--- src/rtl/bmt_pkg.sv ---
// Shared types, constants and face tables for the box mesh tessellator.
// No dependencies; every other file of the block imports this package.
package bmt_pkg;

  // Clamp limit for segment counts and number of significant extent bits.
  localparam int SEG_MAX  = 255;
  localparam int DIM_BITS = 16;

  // Field widths.
  localparam int DIM_W     = 16;
  localparam int SEG_W     = 8;
  localparam int CFG_IDX_W = 3;
  localparam int POS_W     = 17;
  localparam int TEX_W     = 17;
  localparam int IDX_W     = 19;
  localparam int NORM_W    = 3;
  localparam int FACE_W    = 3;
  localparam int AXIS_W    = 2;

  // Divider geometry: 28-bit dividend, four quotient bits per cycle.
  localparam int DIVIDEND_W = 28;
  localparam int DIGIT_BITS = 4;
  localparam int QUOT_STEPS = DIVIDEND_W / DIGIT_BITS;
  localparam int STEP_CNT_W = $clog2(QUOT_STEPS);

  // Index of the final face of the mesh.
  localparam logic [FACE_W-1:0] FACE_LAST = 3'd5;

  // Configuration register indexes.
  localparam logic [CFG_IDX_W-1:0] REG_BOX_WIDTH  = 3'd0;
  localparam logic [CFG_IDX_W-1:0] REG_BOX_HEIGHT = 3'd1;
  localparam logic [CFG_IDX_W-1:0] REG_BOX_DEPTH  = 3'd2;
  localparam logic [CFG_IDX_W-1:0] REG_SEG_ACROSS = 3'd3;
  localparam logic [CFG_IDX_W-1:0] REG_SEG_UP     = 3'd4;
  localparam logic [CFG_IDX_W-1:0] REG_SEG_DEEP   = 3'd5;

  // Axis codes.
  localparam logic [AXIS_W-1:0] AXIS_X = 2'd0;
  localparam logic [AXIS_W-1:0] AXIS_Y = 2'd1;
  localparam logic [AXIS_W-1:0] AXIS_Z = 2'd2;

  // Normal codes.
  localparam logic [NORM_W-1:0] NORM_POS_X = 3'd0;
  localparam logic [NORM_W-1:0] NORM_NEG_X = 3'd1;
  localparam logic [NORM_W-1:0] NORM_POS_Y = 3'd2;
  localparam logic [NORM_W-1:0] NORM_NEG_Y = 3'd3;
  localparam logic [NORM_W-1:0] NORM_POS_Z = 3'd4;
  localparam logic [NORM_W-1:0] NORM_NEG_Z = 3'd5;

  // Effective configuration: extents masked, segment counts clamped.
  typedef struct packed {
    logic [DIM_W-1:0] dim_w;
    logic [DIM_W-1:0] dim_h;
    logic [DIM_W-1:0] dim_d;
    logic [SEG_W-1:0] seg_a;
    logic [SEG_W-1:0] seg_u;
    logic [SEG_W-1:0] seg_d;
  } bmt_cfg_t;

  // A count of zero acts as one; counts above the limit are clamped.
  function automatic logic [SEG_W-1:0] seg_fix(input logic [SEG_W-1:0] s);
    logic [SEG_W-1:0] r;
    r = s;
    if (s == '0) begin
      r = SEG_W'(1);
    end else if (int'(s) > SEG_MAX) begin
      r = SEG_W'(SEG_MAX);
    end
    return r;
  endfunction

  // Face table. Codes six and seven never occur and fall back to face zero.
  function automatic logic [AXIS_W-1:0] face_u_axis(input logic [FACE_W-1:0] f);
    logic [AXIS_W-1:0] r;
    unique case (f)
      3'd4, 3'd5: r = AXIS_Z;
      default:    r = AXIS_X;
    endcase
    return r;
  endfunction

  function automatic logic [AXIS_W-1:0] face_v_axis(input logic [FACE_W-1:0] f);
    logic [AXIS_W-1:0] r;
    unique case (f)
      3'd2, 3'd3: r = AXIS_Z;
      default:    r = AXIS_Y;
    endcase
    return r;
  endfunction

  function automatic logic [AXIS_W-1:0] face_w_axis(input logic [FACE_W-1:0] f);
    logic [AXIS_W-1:0] r;
    unique case (f)
      3'd2, 3'd3: r = AXIS_Y;
      3'd4, 3'd5: r = AXIS_X;
      default:    r = AXIS_Z;
    endcase
    return r;
  endfunction

  function automatic logic face_u_neg(input logic [FACE_W-1:0] f);
    return (f == 3'd1) || (f == 3'd4);
  endfunction

  function automatic logic face_v_neg(input logic [FACE_W-1:0] f);
    return (f != 3'd2);
  endfunction

  function automatic logic face_w_neg(input logic [FACE_W-1:0] f);
    return (f == 3'd1) || (f == 3'd3) || (f == 3'd5);
  endfunction

  function automatic logic [NORM_W-1:0] face_normal(input logic [FACE_W-1:0] f);
    logic [NORM_W-1:0] r;
    unique case (f)
      3'd1:    r = NORM_NEG_Z;
      3'd2:    r = NORM_POS_Y;
      3'd3:    r = NORM_NEG_Y;
      3'd4:    r = NORM_POS_X;
      3'd5:    r = NORM_NEG_X;
      default: r = NORM_POS_Z;
    endcase
    return r;
  endfunction

  // Extent and segment count that belong to an axis.
  function automatic logic [DIM_W-1:0] dim_of_axis(input bmt_cfg_t c,
                                                   input logic [AXIS_W-1:0] a);
    logic [DIM_W-1:0] r;
    unique case (a)
      AXIS_X:  r = c.dim_w;
      AXIS_Y:  r = c.dim_h;
      default: r = c.dim_d;
    endcase
    return r;
  endfunction

  function automatic logic [SEG_W-1:0] seg_of_axis(input bmt_cfg_t c,
                                                   input logic [AXIS_W-1:0] a);
    logic [SEG_W-1:0] r;
    unique case (a)
      AXIS_X:  r = c.seg_a;
      AXIS_Y:  r = c.seg_u;
      default: r = c.seg_d;
    endcase
    return r;
  endfunction

endpackage

--- src/rtl/bmt_config_regs.sv ---
// Configuration register file of the box mesh tessellator.
// Depends on bmt_pkg for register indexes, widths and the bmt_cfg_t struct.
module bmt_config_regs import bmt_pkg::*; (
  input  logic                 clk,
  input  logic                 rst,
  input  logic                 cfg_write,
  input  logic [CFG_IDX_W-1:0] cfg_index,
  input  logic [DIM_W-1:0]     cfg_data,
  output bmt_cfg_t             cfg
);

  localparam logic [DIM_W-1:0] DIM_MASK =
    (DIM_BITS >= DIM_W) ? {DIM_W{1'b1}} : DIM_W'((1 << DIM_BITS) - 1);

  logic [DIM_W-1:0] box_width;
  logic [DIM_W-1:0] box_height;
  logic [DIM_W-1:0] box_depth;
  logic [SEG_W-1:0] seg_across;
  logic [SEG_W-1:0] seg_up;
  logic [SEG_W-1:0] seg_deep;

  // Register writes; an index beyond the list is ignored.
  always_ff @(posedge clk) begin
    if (rst) begin
      box_width  <= 16'd256;
      box_height <= 16'd256;
      box_depth  <= 16'd256;
      seg_across <= 8'd1;
      seg_up     <= 8'd1;
      seg_deep   <= 8'd1;
    end else if (cfg_write) begin
      unique case (cfg_index)
        REG_BOX_WIDTH:  box_width  <= cfg_data;
        REG_BOX_HEIGHT: box_height <= cfg_data;
        REG_BOX_DEPTH:  box_depth  <= cfg_data;
        REG_SEG_ACROSS: seg_across <= cfg_data[SEG_W-1:0];
        REG_SEG_UP:     seg_up     <= cfg_data[SEG_W-1:0];
        REG_SEG_DEEP:   seg_deep   <= cfg_data[SEG_W-1:0];
        default: ;
      endcase
    end
  end

  // Effective values seen by the generator.
  always_comb begin
    cfg.dim_w = box_width & DIM_MASK;
    cfg.dim_h = box_height & DIM_MASK;
    cfg.dim_d = box_depth & DIM_MASK;
    cfg.seg_a = seg_fix(seg_across);
    cfg.seg_u = seg_fix(seg_up);
    cfg.seg_d = seg_fix(seg_deep);
  end

endmodule

--- src/rtl/bmt_divider.sv ---
// Iterative restoring divider, four quotient bits per cycle, shared by all
// grid divisions of the box mesh tessellator. Depends on bmt_pkg.
module bmt_divider import bmt_pkg::*; (
  input  logic                  clk,
  input  logic                  rst,
  input  logic                  start,
  input  logic [DIVIDEND_W-1:0] dividend,
  input  logic [SEG_W-1:0]      divisor,
  output logic                  busy,
  output logic [DIVIDEND_W-1:0] quotient
);

  logic [DIVIDEND_W-1:0] work;
  logic [DIVIDEND_W-1:0] work_next;
  logic [SEG_W-1:0]      rem;
  logic [SEG_W-1:0]      rem_next;
  logic [SEG_W-1:0]      dsr;
  logic [STEP_CNT_W-1:0] count;

  // One digit: shift in dividend bits and subtract where the divisor fits.
  always_comb begin
    logic [SEG_W:0] trial;
    work_next = work;
    rem_next  = rem;
    for (int i = 0; i < DIGIT_BITS; i++) begin
      trial     = {rem_next, work_next[DIVIDEND_W-1]};
      work_next = {work_next[DIVIDEND_W-2:0], 1'b0};
      if (trial >= {1'b0, dsr}) begin
        trial        = trial - {1'b0, dsr};
        work_next[0] = 1'b1;
      end
      rem_next = trial[SEG_W-1:0];
    end
  end

  // Control: busy from a start until the step counter has run down.
  always_ff @(posedge clk) begin
    if (rst) begin
      busy  <= 1'b0;
      count <= '0;
    end else if (start) begin
      busy  <= 1'b1;
      count <= STEP_CNT_W'(QUOT_STEPS - 1);
    end else if (busy) begin
      if (count == '0) begin
        busy <= 1'b0;
      end else begin
        count <= count - STEP_CNT_W'(1);
      end
    end
  end

  // Datapath: the dividend shifts out as the quotient shifts in.
  always_ff @(posedge clk) begin
    if (start) begin
      work <= dividend;
      rem  <= '0;
      dsr  <= divisor;
    end else if (busy) begin
      work <= work_next;
      rem  <= rem_next;
    end
  end

  assign quotient = work;

endmodule

--- src/rtl/box_mesh_tessellator.sv ---
// Box mesh tessellator: each command word produces the next vertex or triangle
// word of a segmented six-face box mesh.
//
// Channels: a command word (restart) arrives on cmd_valid/cmd_stall and one
// result word leaves on item_valid/item_stall per command. Configuration is
// written through cfg_write/cfg_index/cfg_data, by the user only while no
// command is in flight; the block does not enforce this. The block takes one
// command at a time and raises cmd_stall until its result has been placed in
// the output register. A vertex word needs four divisions on the shared
// 4-bit-per-cycle divider (two of them preceded by a multiplier step in S_MUL).
// A triangle word uses the shared multiplier twice, in S_TRI1 and S_TRI2.
// The output register lets the next command be taken while a result waits;
// when the receiver stalls, the finished result of that next command waits in
// the sequencer, and item payloads hold steady until taken.
// A synchronous reset returns to face 0, vertex 0, vertex base 0, loads the
// register defaults and clears item_valid.
// Depends on bmt_pkg, bmt_config_regs and bmt_divider.
module box_mesh_tessellator import bmt_pkg::*; (
  input  logic                     clk,
  input  logic                     rst,
  input  logic                     cfg_write,
  input  logic [CFG_IDX_W-1:0]     cfg_index,
  input  logic [DIM_W-1:0]         cfg_data,
  input  logic                     cmd_valid,
  output logic                     cmd_stall,
  input  logic                     restart,
  output logic                     item_valid,
  input  logic                     item_stall,
  output logic                     is_triangle,
  output logic signed [POS_W-1:0]  pos_x,
  output logic signed [POS_W-1:0]  pos_y,
  output logic signed [POS_W-1:0]  pos_z,
  output logic [TEX_W-1:0]         tex_u,
  output logic [TEX_W-1:0]         tex_v,
  output logic [NORM_W-1:0]        normal_code,
  output logic [IDX_W-1:0]         corner_a,
  output logic [IDX_W-1:0]         corner_b,
  output logic [IDX_W-1:0]         corner_c,
  output logic                     last
);

  localparam logic [2:0] S_IDLE  = 3'd0;
  localparam logic [2:0] S_MUL   = 3'd1;
  localparam logic [2:0] S_START = 3'd2;
  localparam logic [2:0] S_WAIT  = 3'd3;
  localparam logic [2:0] S_TRI1  = 3'd4;
  localparam logic [2:0] S_TRI2  = 3'd5;
  localparam logic [2:0] S_OUT   = 3'd6;

  localparam logic [1:0] OP_POS_U = 2'd0;
  localparam logic [1:0] OP_POS_V = 2'd1;
  localparam logic [1:0] OP_TEX_U = 2'd2;
  localparam logic [1:0] OP_TEX_V = 2'd3;

  localparam int MUL_A_W = SEG_W + 1;
  localparam int MUL_P_W = MUL_A_W + DIM_W;

  bmt_cfg_t cfg;

  logic [2:0] state;
  logic [1:0] op;

  // Generation state.
  logic [FACE_W-1:0] face;
  logic              phase;
  logic [SEG_W-1:0]  row;
  logic [SEG_W-1:0]  col;
  logic              second;
  logic [IDX_W-1:0]  base;

  // Intermediate results.
  logic [MUL_P_W-1:0] prod;
  logic [SEG_W*2+1:0] face_verts;
  logic [POS_W-1:0]   q_u;
  logic [POS_W-1:0]   q_v;
  logic [TEX_W-1:0]   q_tu;
  logic [TEX_W-1:0]   q_tv;

  logic                  div_start;
  logic                  div_busy;
  logic [DIVIDEND_W-1:0] div_dividend;
  logic [SEG_W-1:0]      div_divisor;
  logic [DIVIDEND_W-1:0] div_quot;

  logic [AXIS_W-1:0]  u_ax;
  logic [AXIS_W-1:0]  v_ax;
  logic [AXIS_W-1:0]  w_ax;
  logic [SEG_W-1:0]   sx;
  logic [SEG_W-1:0]   sy;
  logic [SEG_W:0]     sx_p1;
  logic [SEG_W:0]     sy_p1;
  logic [DIM_W-1:0]   dim_u;
  logic [DIM_W-1:0]   dim_v;
  logic [DIM_W-1:0]   dim_w;
  logic [MUL_A_W-1:0] mul_a;
  logic [DIM_W-1:0]   mul_b;
  logic [MUL_P_W-1:0] mul_p;

  logic [POS_W-1:0] pu_raw;
  logic [POS_W-1:0] pv_raw;
  logic [POS_W-1:0] pu;
  logic [POS_W-1:0] pv;
  logic [POS_W-1:0] pw;
  logic [POS_W-1:0] px;
  logic [POS_W-1:0] py;
  logic [POS_W-1:0] pz;

  logic [IDX_W-1:0] ca;
  logic [IDX_W-1:0] cb;
  logic [IDX_W-1:0] cc;
  logic [IDX_W-1:0] cd;
  logic [SEG_W:0]   col_inc;
  logic [SEG_W:0]   row_inc;
  logic             end_face;
  logic             cmd_accept;
  logic             out_load;

  bmt_config_regs u_cfg (
    .clk       (clk),
    .rst       (rst),
    .cfg_write (cfg_write),
    .cfg_index (cfg_index),
    .cfg_data  (cfg_data),
    .cfg       (cfg)
  );

  bmt_divider u_div (
    .clk      (clk),
    .rst      (rst),
    .start    (div_start),
    .dividend (div_dividend),
    .divisor  (div_divisor),
    .busy     (div_busy),
    .quotient (div_quot)
  );

  // Face geometry of the current face.
  always_comb begin
    u_ax  = face_u_axis(face);
    v_ax  = face_v_axis(face);
    w_ax  = face_w_axis(face);
    sx    = seg_of_axis(cfg, u_ax);
    sy    = seg_of_axis(cfg, v_ax);
    dim_u = dim_of_axis(cfg, u_ax);
    dim_v = dim_of_axis(cfg, v_ax);
    dim_w = dim_of_axis(cfg, w_ax);
    sx_p1 = {1'b0, sx} + (SEG_W+1)'(1);
    sy_p1 = {1'b0, sy} + (SEG_W+1)'(1);
  end

  // Shared multiplier: grid step times extent, then cell and face offsets.
  always_comb begin
    mul_a = {1'b0, op[0] ? row : col};
    mul_b = op[0] ? dim_v : dim_u;
    if (state == S_TRI1) begin
      mul_a = sx_p1;
      mul_b = DIM_W'(row);
    end else if (state == S_TRI2) begin
      mul_a = sx_p1;
      mul_b = DIM_W'(sy_p1);
    end
    mul_p = MUL_P_W'(mul_a) * MUL_P_W'(mul_b);
  end

  // Divider operands: doubled product for positions, step shifted by 16 for texture.
  always_comb begin
    div_start   = (state == S_START);
    div_divisor = op[0] ? sy : sx;
    if (op[1]) begin
      div_dividend = {4'b0, (op[0] ? row : col), 16'b0};
    end else begin
      div_dividend = {3'b0, prod[23:0], 1'b0};
    end
  end

  // Vertex word: offset by the extent, apply direction signs, map to axes.
  always_comb begin
    pu_raw = q_u - {1'b0, dim_u};
    pv_raw = q_v - {1'b0, dim_v};
    pu     = face_u_neg(face) ? (POS_W'(0) - pu_raw) : pu_raw;
    pv     = face_v_neg(face) ? (POS_W'(0) - pv_raw) : pv_raw;
    pw     = face_w_neg(face) ? (POS_W'(0) - {1'b0, dim_w}) : {1'b0, dim_w};
    px     = (u_ax == AXIS_X) ? pu : (v_ax == AXIS_X) ? pv : pw;
    py     = (u_ax == AXIS_Y) ? pu : (v_ax == AXIS_Y) ? pv : pw;
    pz     = (u_ax == AXIS_Z) ? pu : (v_ax == AXIS_Z) ? pv : pw;
  end

  // Triangle word: corner indexes of the current cell.
  always_comb begin
    ca       = base + IDX_W'(col) + IDX_W'(prod[16:0]);
    cb       = ca + IDX_W'(sx_p1);
    cc       = cb + IDX_W'(1);
    cd       = ca + IDX_W'(1);
    col_inc  = {1'b0, col} + (SEG_W+1)'(1);
    row_inc  = {1'b0, row} + (SEG_W+1)'(1);
    end_face = second && (col_inc >= {1'b0, sx}) && (row_inc >= {1'b0, sy});
  end

  assign cmd_stall  = (state != S_IDLE);
  assign cmd_accept = cmd_valid && !cmd_stall;
  assign out_load   = (state == S_OUT) && (!item_valid || !item_stall);

  // Sequencer.
  always_ff @(posedge clk) begin
    if (rst) begin
      state <= S_IDLE;
      op    <= OP_POS_U;
    end else begin
      unique case (state)
        S_IDLE: begin
          if (cmd_accept) begin
            op <= OP_POS_U;
            if (restart || !phase) begin
              state <= S_MUL;
            end else begin
              state <= S_TRI1;
            end
          end
        end
        S_MUL:   state <= S_START;
        S_START: state <= S_WAIT;
        S_WAIT: begin
          if (!div_busy) begin
            unique case (op)
              OP_POS_U: begin
                op    <= OP_POS_V;
                state <= S_MUL;
              end
              OP_POS_V: begin
                op    <= OP_TEX_U;
                state <= S_START;
              end
              OP_TEX_U: begin
                op    <= OP_TEX_V;
                state <= S_START;
              end
              default:  state <= S_OUT;
            endcase
          end
        end
        S_TRI1:  state <= S_TRI2;
        S_TRI2:  state <= S_OUT;
        S_OUT: begin
          if (out_load) begin
            state <= S_IDLE;
          end
        end
        default: state <= S_IDLE;
      endcase
    end
  end

  // Products and quotients.
  always_ff @(posedge clk) begin
    if (state == S_MUL || state == S_TRI1) begin
      prod <= mul_p;
    end
    if (state == S_TRI2) begin
      face_verts <= mul_p[SEG_W*2+1:0];
    end
    if (state == S_WAIT && !div_busy) begin
      unique case (op)
        OP_POS_U: q_u  <= div_quot[POS_W-1:0];
        OP_POS_V: q_v  <= div_quot[POS_W-1:0];
        OP_TEX_U: q_tu <= div_quot[TEX_W-1:0];
        default:  q_tv <= div_quot[TEX_W-1:0];
      endcase
    end
  end

  // Generation state: cleared by restart, advanced when a word is loaded for output.
  always_ff @(posedge clk) begin
    if (rst) begin
      face   <= '0;
      phase  <= 1'b0;
      row    <= '0;
      col    <= '0;
      second <= 1'b0;
      base   <= '0;
    end else if (cmd_accept && restart) begin
      face   <= '0;
      phase  <= 1'b0;
      row    <= '0;
      col    <= '0;
      second <= 1'b0;
      base   <= '0;
    end else if (out_load) begin
      if (!phase) begin
        // Vertex rows run from zero to the segment count inclusive.
        if (col_inc > {1'b0, sx}) begin
          col <= '0;
          if (row_inc > {1'b0, sy}) begin
            row    <= '0;
            phase  <= 1'b1;
            second <= 1'b0;
          end else begin
            row <= row_inc[SEG_W-1:0];
          end
        end else begin
          col <= col_inc[SEG_W-1:0];
        end
      end else if (!second) begin
        second <= 1'b1;
      end else begin
        second <= 1'b0;
        if (col_inc >= {1'b0, sx}) begin
          col <= '0;
          if (row_inc >= {1'b0, sy}) begin
            row   <= '0;
            phase <= 1'b0;
            if (face >= FACE_LAST) begin
              face <= '0;
              base <= '0;
            end else begin
              face <= face + FACE_W'(1);
              base <= base + IDX_W'(face_verts);
            end
          end else begin
            row <= row_inc[SEG_W-1:0];
          end
        end else begin
          col <= col_inc[SEG_W-1:0];
        end
      end
    end
  end

  // Output register valid.
  always_ff @(posedge clk) begin
    if (rst) begin
      item_valid <= 1'b0;
    end else if (out_load) begin
      item_valid <= 1'b1;
    end else if (!item_stall) begin
      item_valid <= 1'b0;
    end
  end

  // Output register payload; fields without meaning for the word are zero.
  always_ff @(posedge clk) begin
    if (out_load) begin
      is_triangle <= phase;
      if (!phase) begin
        pos_x       <= $signed(px);
        pos_y       <= $signed(py);
        pos_z       <= $signed(pz);
        tex_u       <= q_tu;
        tex_v       <= TEX_W'(17'h10000) - q_tv;
        normal_code <= face_normal(face);
        corner_a    <= '0;
        corner_b    <= '0;
        corner_c    <= '0;
        last        <= 1'b0;
      end else begin
        pos_x       <= '0;
        pos_y       <= '0;
        pos_z       <= '0;
        tex_u       <= '0;
        tex_v       <= '0;
        normal_code <= '0;
        corner_a    <= second ? cb : ca;
        corner_b    <= second ? cc : cb;
        corner_c    <= cd;
        last        <= end_face && (face == FACE_LAST);
      end
    end
  end

endmodule

--- config.mk ---
export PLATFORM = sky130hd
export DESIGN_NAME = box_mesh_tessellator
export DESIGN_NICKNAME = d
export VERILOG_FILES = /design/src/rtl/bmt_pkg.sv /design/src/rtl/bmt_config_regs.sv /design/src/rtl/bmt_divider.sv /design/src/rtl/box_mesh_tessellator.sv
export SDC_FILE = /design/constraint.sdc
export NUM_CORES = 1
export LEC_CHECK = 0
export ABC_AREA = 1
export BUFFER_PORTS_ARGS = -buffer_cell sky130_fd_sc_hd__clkbuf_2
export CORE_MARGIN = 4
export CORE_UTILIZATION = 50
export CTS_CLUSTER_DIAMETER = 200
export DETAILED_ROUTE_END_ITERATION = 8
export MAX_ROUTING_LAYER = met4
export PLACE_DENSITY = 0.64
export SLEW_MARGIN = 20
export SYNTH_ARGS = -nofsm -noshare
export SYNTH_HDL_FRONTEND = slang
export SYNTH_SLANG_ARGS = --single-unit
export TNS_END_PERCENT = 1
--- constraint.sdc ---
create_clock -name clk -period 15.3 [get_ports clk]
set_clock_uncertainty 0.05 [all_clocks]
set_input_delay 1.53 -clock clk [delete_from_list [all_inputs] [get_ports clk]]
set_output_delay 1.53 -clock clk [all_outputs]
set_load 0.01 [all_outputs]
Yosys cells after proc, flatten, opt, wreduce, memory -nomap -nowiden
Cells that the tools add are included.
{ "classes": {"addsub": 22, "multipliers": 1, "magnitude_cmp": 9, "n_eq_ne": 32, "mux": 81, "bitwise": 2, "n_reduce_logical": 57} }
{ "op_table": {"columns": ["op", "n"], "rows": [
  ["$mux W17", 9],
  ["$mux W8", 19],
  ["$pmux W16 S2", 3],
  ["$mux W19", 3],
  ["$mux W28", 2],
  ["$ge A9 B8 Y1", 6],
  ["$mux W16", 3],
  ["$add A19 B1 Y19 const B", 2],
  ["$add A8 B1 Y9 const B", 4],
  ["$sub A1 B17 Y17 const A", 2],
  ["$sub A17 B16 Y17", 2],
  ["$pmux W8 S2", 2],
  ["$sub A8 B8 Y8", 4],
  ["$reduce_and A2 Y1", 13],
  ["$mux W25", 1],
  ["$logic_not A8 Y1", 3],
  ["$mul A9 B16 Y24", 1],
  ["$mux W3", 8],
  ["$eq A3 B3 Y1 const B", 7],
  ["$pmux W3 S7", 1],
  ["$add A19 B17 Y19", 1],
  ["$add A19 B18 Y19", 1],
  ["$add A19 B8 Y19", 1],
  ["$add A19 B9 Y19", 1],
  ["other kinds (34)", 105]
]} }
{ "word_totals": {"reg_bits": 423, "elab_cells": 242} }

Logic depth before layout (Yosys ltp)
{ "logic_depth": {"word_depth": 10, "mapped_depth": 51, "mapped_depth_nobuf": 50} }

By module
Synthesis repeated with hierarchy kept, for this count alone.
{ "hier_totals": {"cells_unflattened": 4256, "area_unflattened_um2": 32183.4} }
{ "modules_own_cells": {"columns": ["mod", "instances", "cells_per_inst", "area_per_inst_um2", "seq_area_each_um2"], "rows": [
  ["box_mesh_tessellator", 1, 3286, 25202.9, 8638.3],
  ["bmt_divider", 1, 515, 3932.5, 1321.3],
  ["bmt_config_regs", 1, 455, 3047.9, 1441.4]
]} }

Worst setup path after synthesis
OpenSTA, ideal clock, no wires.
{ "synth_timing": {"kind": "input-to-reg", "from": "in item_stall", "to": "reg row[4]", "arrival_ns": 9.715, "required_time_ns": 15.180, "setup_slack_ns": 5.465, "cell_stages": 10, "path_buffers": 1, "cell_sequence": "nand2_1 -> inv_1 -> nor2_1 -> inv_1 -> nor2_1 -> nand2_1 -> inv_1 -> buf_2 -> nand3_1 -> a21oi_1"} }
{ "synth_via": {"elab_chain_len": 4} }
{ "synth_lines": {"columns": ["element", "line", "text"], "rows": [
  ["start: declaration", "box_mesh_tessellator.sv:28", "input logic item_stall,"],
  ["$logic_not A1 Y1", null, null],
  ["$logic_or A1 B1 Y1", "box_mesh_tessellator.sv:201", "assign out_load = (state == S_OUT) && (!item_valid || !item_stall);"],
  ["$logic_and A1 B1 Y1", "box_mesh_tessellator.sv:201", null],
  ["named net out_load", "box_mesh_tessellator.sv:116", "logic out_load;"],
  ["$reduce_and A4 Y1 (no line)", null, null],
  ["end signal: assignment", "box_mesh_tessellator.sv:297", "row <= row_inc[SEG_W-1:0];"],
  ["end signal: assignment", "box_mesh_tessellator.sv:319", "row <= row_inc[SEG_W-1:0];"],
  ["end: declaration", "box_mesh_tessellator.sv:66", "logic [SEG_W-1:0] row;"]
]} }
The timed path passes the listed nets, and every way through them passes these cells.
A chain may end at the register's enable or synchronous reset.

Worst setup path in the final report
{ "layout_timing": {"from": "reg face[1]", "to": "reg prod[19] (data pin)"} }
{ "layout_via": {"elab_chain_len": 9, "elab_cells_between_ends": 24} }
{ "layout_lines": {"columns": ["element", "line", "text"], "rows": [
  ["start: declaration", "box_mesh_tessellator.sv:64", "logic [FACE_W-1:0] face;"],
  ["start signal: assignment", "box_mesh_tessellator.sv:315", "face <= face + FACE_W'(1);"],
  ["$eq A3 B3 Y1 or $eq A3 B2 Y1 (tied branches)", "bmt_pkg.sv:75, bmt_pkg.sv:84", null],
  ["$reduce_or A2 Y1 (on tied branches)", "bmt_pkg.sv:75, bmt_pkg.sv:84", null],
  ["$mux W2 (on tied branches)", "bmt_pkg.sv:75, bmt_pkg.sv:84", null],
  ["$eq A2 B1 Y1 or $logic_not A2 Y1 (tied branches)", "bmt_pkg.sv:130, bmt_pkg.sv:141", null],
  ["$pmux W8 S2 or $pmux W16 S2 (tied branches)", "bmt_pkg.sv:141, bmt_pkg.sv:130", null],
  ["$add A8 B1 Y9 (tied with other cells)", "box_mesh_tessellator.sv:147", "sx_p1 = {1'b0, sx} + (SEG_W+1)'(1);"],
  ["$mux W9 or $mux W16 (tied branches)", "box_mesh_tessellator.sv:158", "end else if (state == S_TRI2) begin"],
  ["$mux W9 or $mux W16 (tied branches)", "box_mesh_tessellator.sv:155", "if (state == S_TRI1) begin"],
  ["$mul A9 B16 Y24 *", "box_mesh_tessellator.sv:162", "mul_p = MUL_P_W'(mul_a) * MUL_P_W'(mul_b);"],
  ["named net mul_p[19]", "box_mesh_tessellator.sv:97", "logic [MUL_P_W-1:0] mul_p;"],
  ["end signal: assignment", "box_mesh_tessellator.sv:256", "prod <= mul_p;"],
  ["end: declaration", "box_mesh_tessellator.sv:72", "logic [MUL_P_W-1:0] prod;"]
]} }
The timed path passes the listed nets; every way through them passes the cells marked *.

==> impl_metrics.ini <==
[global_routing]
track_usage = 0.2916
grt_overflow = 0
grt_pass1_vias = 25050
antenna_found_initial = 3
grt_max_degree = 91
grt_pass1_wl_mm = 146.7

[timing]
holdWs_ns = 0.4158
timing.final.crit_period_ns = 7.699
setup_viol = 0
grt_setup_unrepaired = no
relSlewSlack = 0.1970
fmaxAchievable_mhz = 129.9
drv_slew = 0
hold_viol = 0
fin_crit_sh = 0.5032
fin_tns_setup_ns = 0
worstMarginPinSlew_ns = 1.192

[floorplanning]
core_area_um2 = 60810
rows = 90
die_area_um2 = 65890
die_w_um = 256.7
boundaryPins = 174
initial_utilization = 0.5085
die_h_um = 256.7

[route]
routedWlPerCell_um = 19.37
drt.antenna.violating_nets = 0
viasPerCell = 5.548
wirelength_mm = 95.10
vias = 27250
drtIter0Drc = 2702
drc_errors = 0
dr.pass1.iters = 8

[critical_path]
cpMostUsedCell = nand2_1
crit_arrival_ns = 7.98
start_kind = flop
required_ns = 15.58
critPathKind = flop to flop
max_stage_delay_ns = 0.64
critPathTopFamily = adder cells
cp_slowest_cell = buf_4
critPathCaptureType = flop
worstPathMaxFanout = 90
worst-path-buf-inv = 5

[run]
cap_violations = 0

[yosys]
synth_edf_count = 293
synth_area_per_cell_um2 = 7.843
synth-seq-cells = 423
synthCells = 3943
synth.cell_area_um2 = 30920
synthFlopType = edfxtp_1
ys_warn_count = 0
yosysUniqueCellTypes = 63
yosysSeqAreaShare = 0.3687
ys_async_sr_fraction = 0

[final_layout]
syn_to_final_growth_pct = 10.99
final_common_cell = nand2_1
layout_common_cells = 907 x nand2_1, 549 x inv_1, 384 x nor2_1
final_nets = 4430
drive_above_1_share = 0.08794

[cts]
post_cts_buffers = 0
cts_max_level = 2
clock_path_buffers = 3
cts_resized = 0
clkSinkCount = 423
clkSlewWorstSetupHoldPaths_ns = 0.06
cts_inserted_buffers = 49
clk_latency_ns = 0.60
ctsHoldBuffers = 0
cts_tree = built
cts-root-buf = clkbuf_16

[placed_design]
hpwlAfterDp_mm = 73.85
place.port_buffers = 173
place_congestion = 0.9794

[pwr]
power.leakage_uw = 0.01587
power_density_nw_per_um2 = 123.7
max-vdd-ir-drop_mv = 0.2277

[outcome]
outcome = complete, no violations

[worst_hold_path]
hold_class = flop to flop
[per-layer routing]
layer / vias to the layer above / wire length, µm / track usage / part of all wire
met3: 129 / 8111 / 0.04983 / 0.085
met2: 1004 / 41210 / 0.4287 / 0.43
li1: 13290 / - / - / -
met1: 12820 / 43650 / 0.4266 / 0.46
met4: 0 / 2136 / 0.06152 / 0.022
met5: - / 0 / - / 0
[worst register-to-register path: cells and delay by family, from the launching register on]
| family | cells | cell delay, ns |
|---|---|---|
| buf+inv | 5 | 1.06 |
| simple gates | 10 | 1.78 |
| fa+ha+maj | 7 | 2.82 |
| compound gates | 7 | 1.27 |
| flops | 1 | 0.37 |
| xor+xnor | 1 | 0.10 |
[kinds of logic (layout without fill, tap and decap cells)]
logic type / count (synthesis) / in the layout / synth area share
DFF: 423 / 423 / 0.3687
buffers and inverters: 671 / 852 / 0.08282
other: 2 / 7 / 0.0002429
xor gates and xnor gates: 122 / 122 / 0.03504
AOI/OAI and AO/OA: 703 / 703 / 0.1228
muxes: 6 / 6 / 0.001942
and+or+nand+nor: 1698 / 1698 / 0.2318
adders and majority gates: 318 / 318 / 0.1566
[final cells by class]
cell class	count	area, µm²
inverters	562	2115
well taps	782	978.4
clock buffers	64	1384
diodes	1	2.502
repair buffers	198	1054
flip-flops and latches	423	11400
clock inverters	28	385.4
multi-input cells	2853	17000
fillers	5741	26490
[report_power, final]
group          switching (µW)  internal (µW)  total [µW]  leakage [µW]
Sequential               54.6           1280        1330       0.00372
Clock                     508            778        1290      0.000873
Combinational            1060            564        1630        0.0113
[path summary, 6_finish.rpt]
| kind | endpoint | from | cells after the start | slack, ns |
|---|---|---|---|---|
| setup / recovery | prod[19]$_DFFE_PP_ | face[1]$_SDFFE_PP0P_ | 30 | 7.60 |
| hold / removal | u_cfg.seg_up[0]$_SDFFE_PP1P_ | u_cfg.seg_up[0]$_SDFFE_PP1P_ | 2 | 0.42 |
| setup reg to reg | prod[19]$_DFFE_PP_ | face[1]$_SDFFE_PP0P_ | 30 | 7.60 |
| hold reg to reg | u_cfg.seg_up[0]$_SDFFE_PP1P_ | u_cfg.seg_up[0]$_SDFFE_PP1P_ | 2 | 0.42 |
[sequential cells by signal, indices dropped and copies added (netlist names), 16 cells and up]
name	flops
corner_b	19
u_cfg.box_height	16
q_tu	17
base	19
corner_a	19
tex_u	17
corner_c	19
pos_y	17
q_tv	17
prod	24
u_cfg.box_width	16
tex_v	17
pos_z	17
q_u	17
pos_x	17
face_verts	18
q_v	17
u_div.quotient	28
u_cfg.box_depth	16
[synth_stat cells (3+ instances only)]
cell / count / area, µm²
nand2_4: 4 / 45.04
buf_1: 7 / 26.28
o211ai_1: 17 / 127.6
or2_2: 14 / 87.58
mux2i_1: 6 / 60.06
inv_1: 551 / 2068
nor2_2: 7 / 43.79
a31oi_1: 6 / 37.54
clkbuf_1: 78 / 292.8
inv_2: 8 / 30.03
o21ai_0: 329 / 1647
nand2_2: 15 / 93.84
o31ai_1: 5 / 37.54
nand3_1: 234 / 1171
xor2_1: 80 / 700.7
o221ai_1: 5 / 43.79
nor3_1: 39 / 195.2
nand3b_1: 14 / 105.1
xnor2_1: 40 / 350.3
o21bai_1: 13 / 97.59
fa_1: 115 / 2302
nor4_1: 8 / 50.05
nand4_1: 53 / 331.6
nand3_2: 4 / 40.04
a21oi_2: 3 / 26.28
nand2_1: 908 / 3408
nor2_1: 386 / 1449
buf_2: 21 / 105.1
a21o_1: 7 / 52.55
o21ai_1: 12 / 60.06
o22ai_1: 23 / 143.9
ha_1: 203 / 2540
o21a_1: 7 / 52.55
dfxtp_1: 130 / 2603
edfxtp_1: 293 / 8798
buf_4: 3 / 22.52
a211oi_1: 10 / 75.07
a21oi_1: 253 / 1266
[per-stage QoR]
stage	setup slack (ns)	instances	power [µW]	instance area, µm²	utilization
CTS	7.648	4910	4235	34320	0.5644
global placement	7.655	4818	2944	32550	0.5352
detailed placement	7.698	4818	2950	32550	0.5353
global route	6.906	4911	4541	34320	0.5644
finish	7.601	4911	4245	34320	0.5644
floorplan	5.465	3947	2592	30940	-
(Power assumes the default switching activity.)
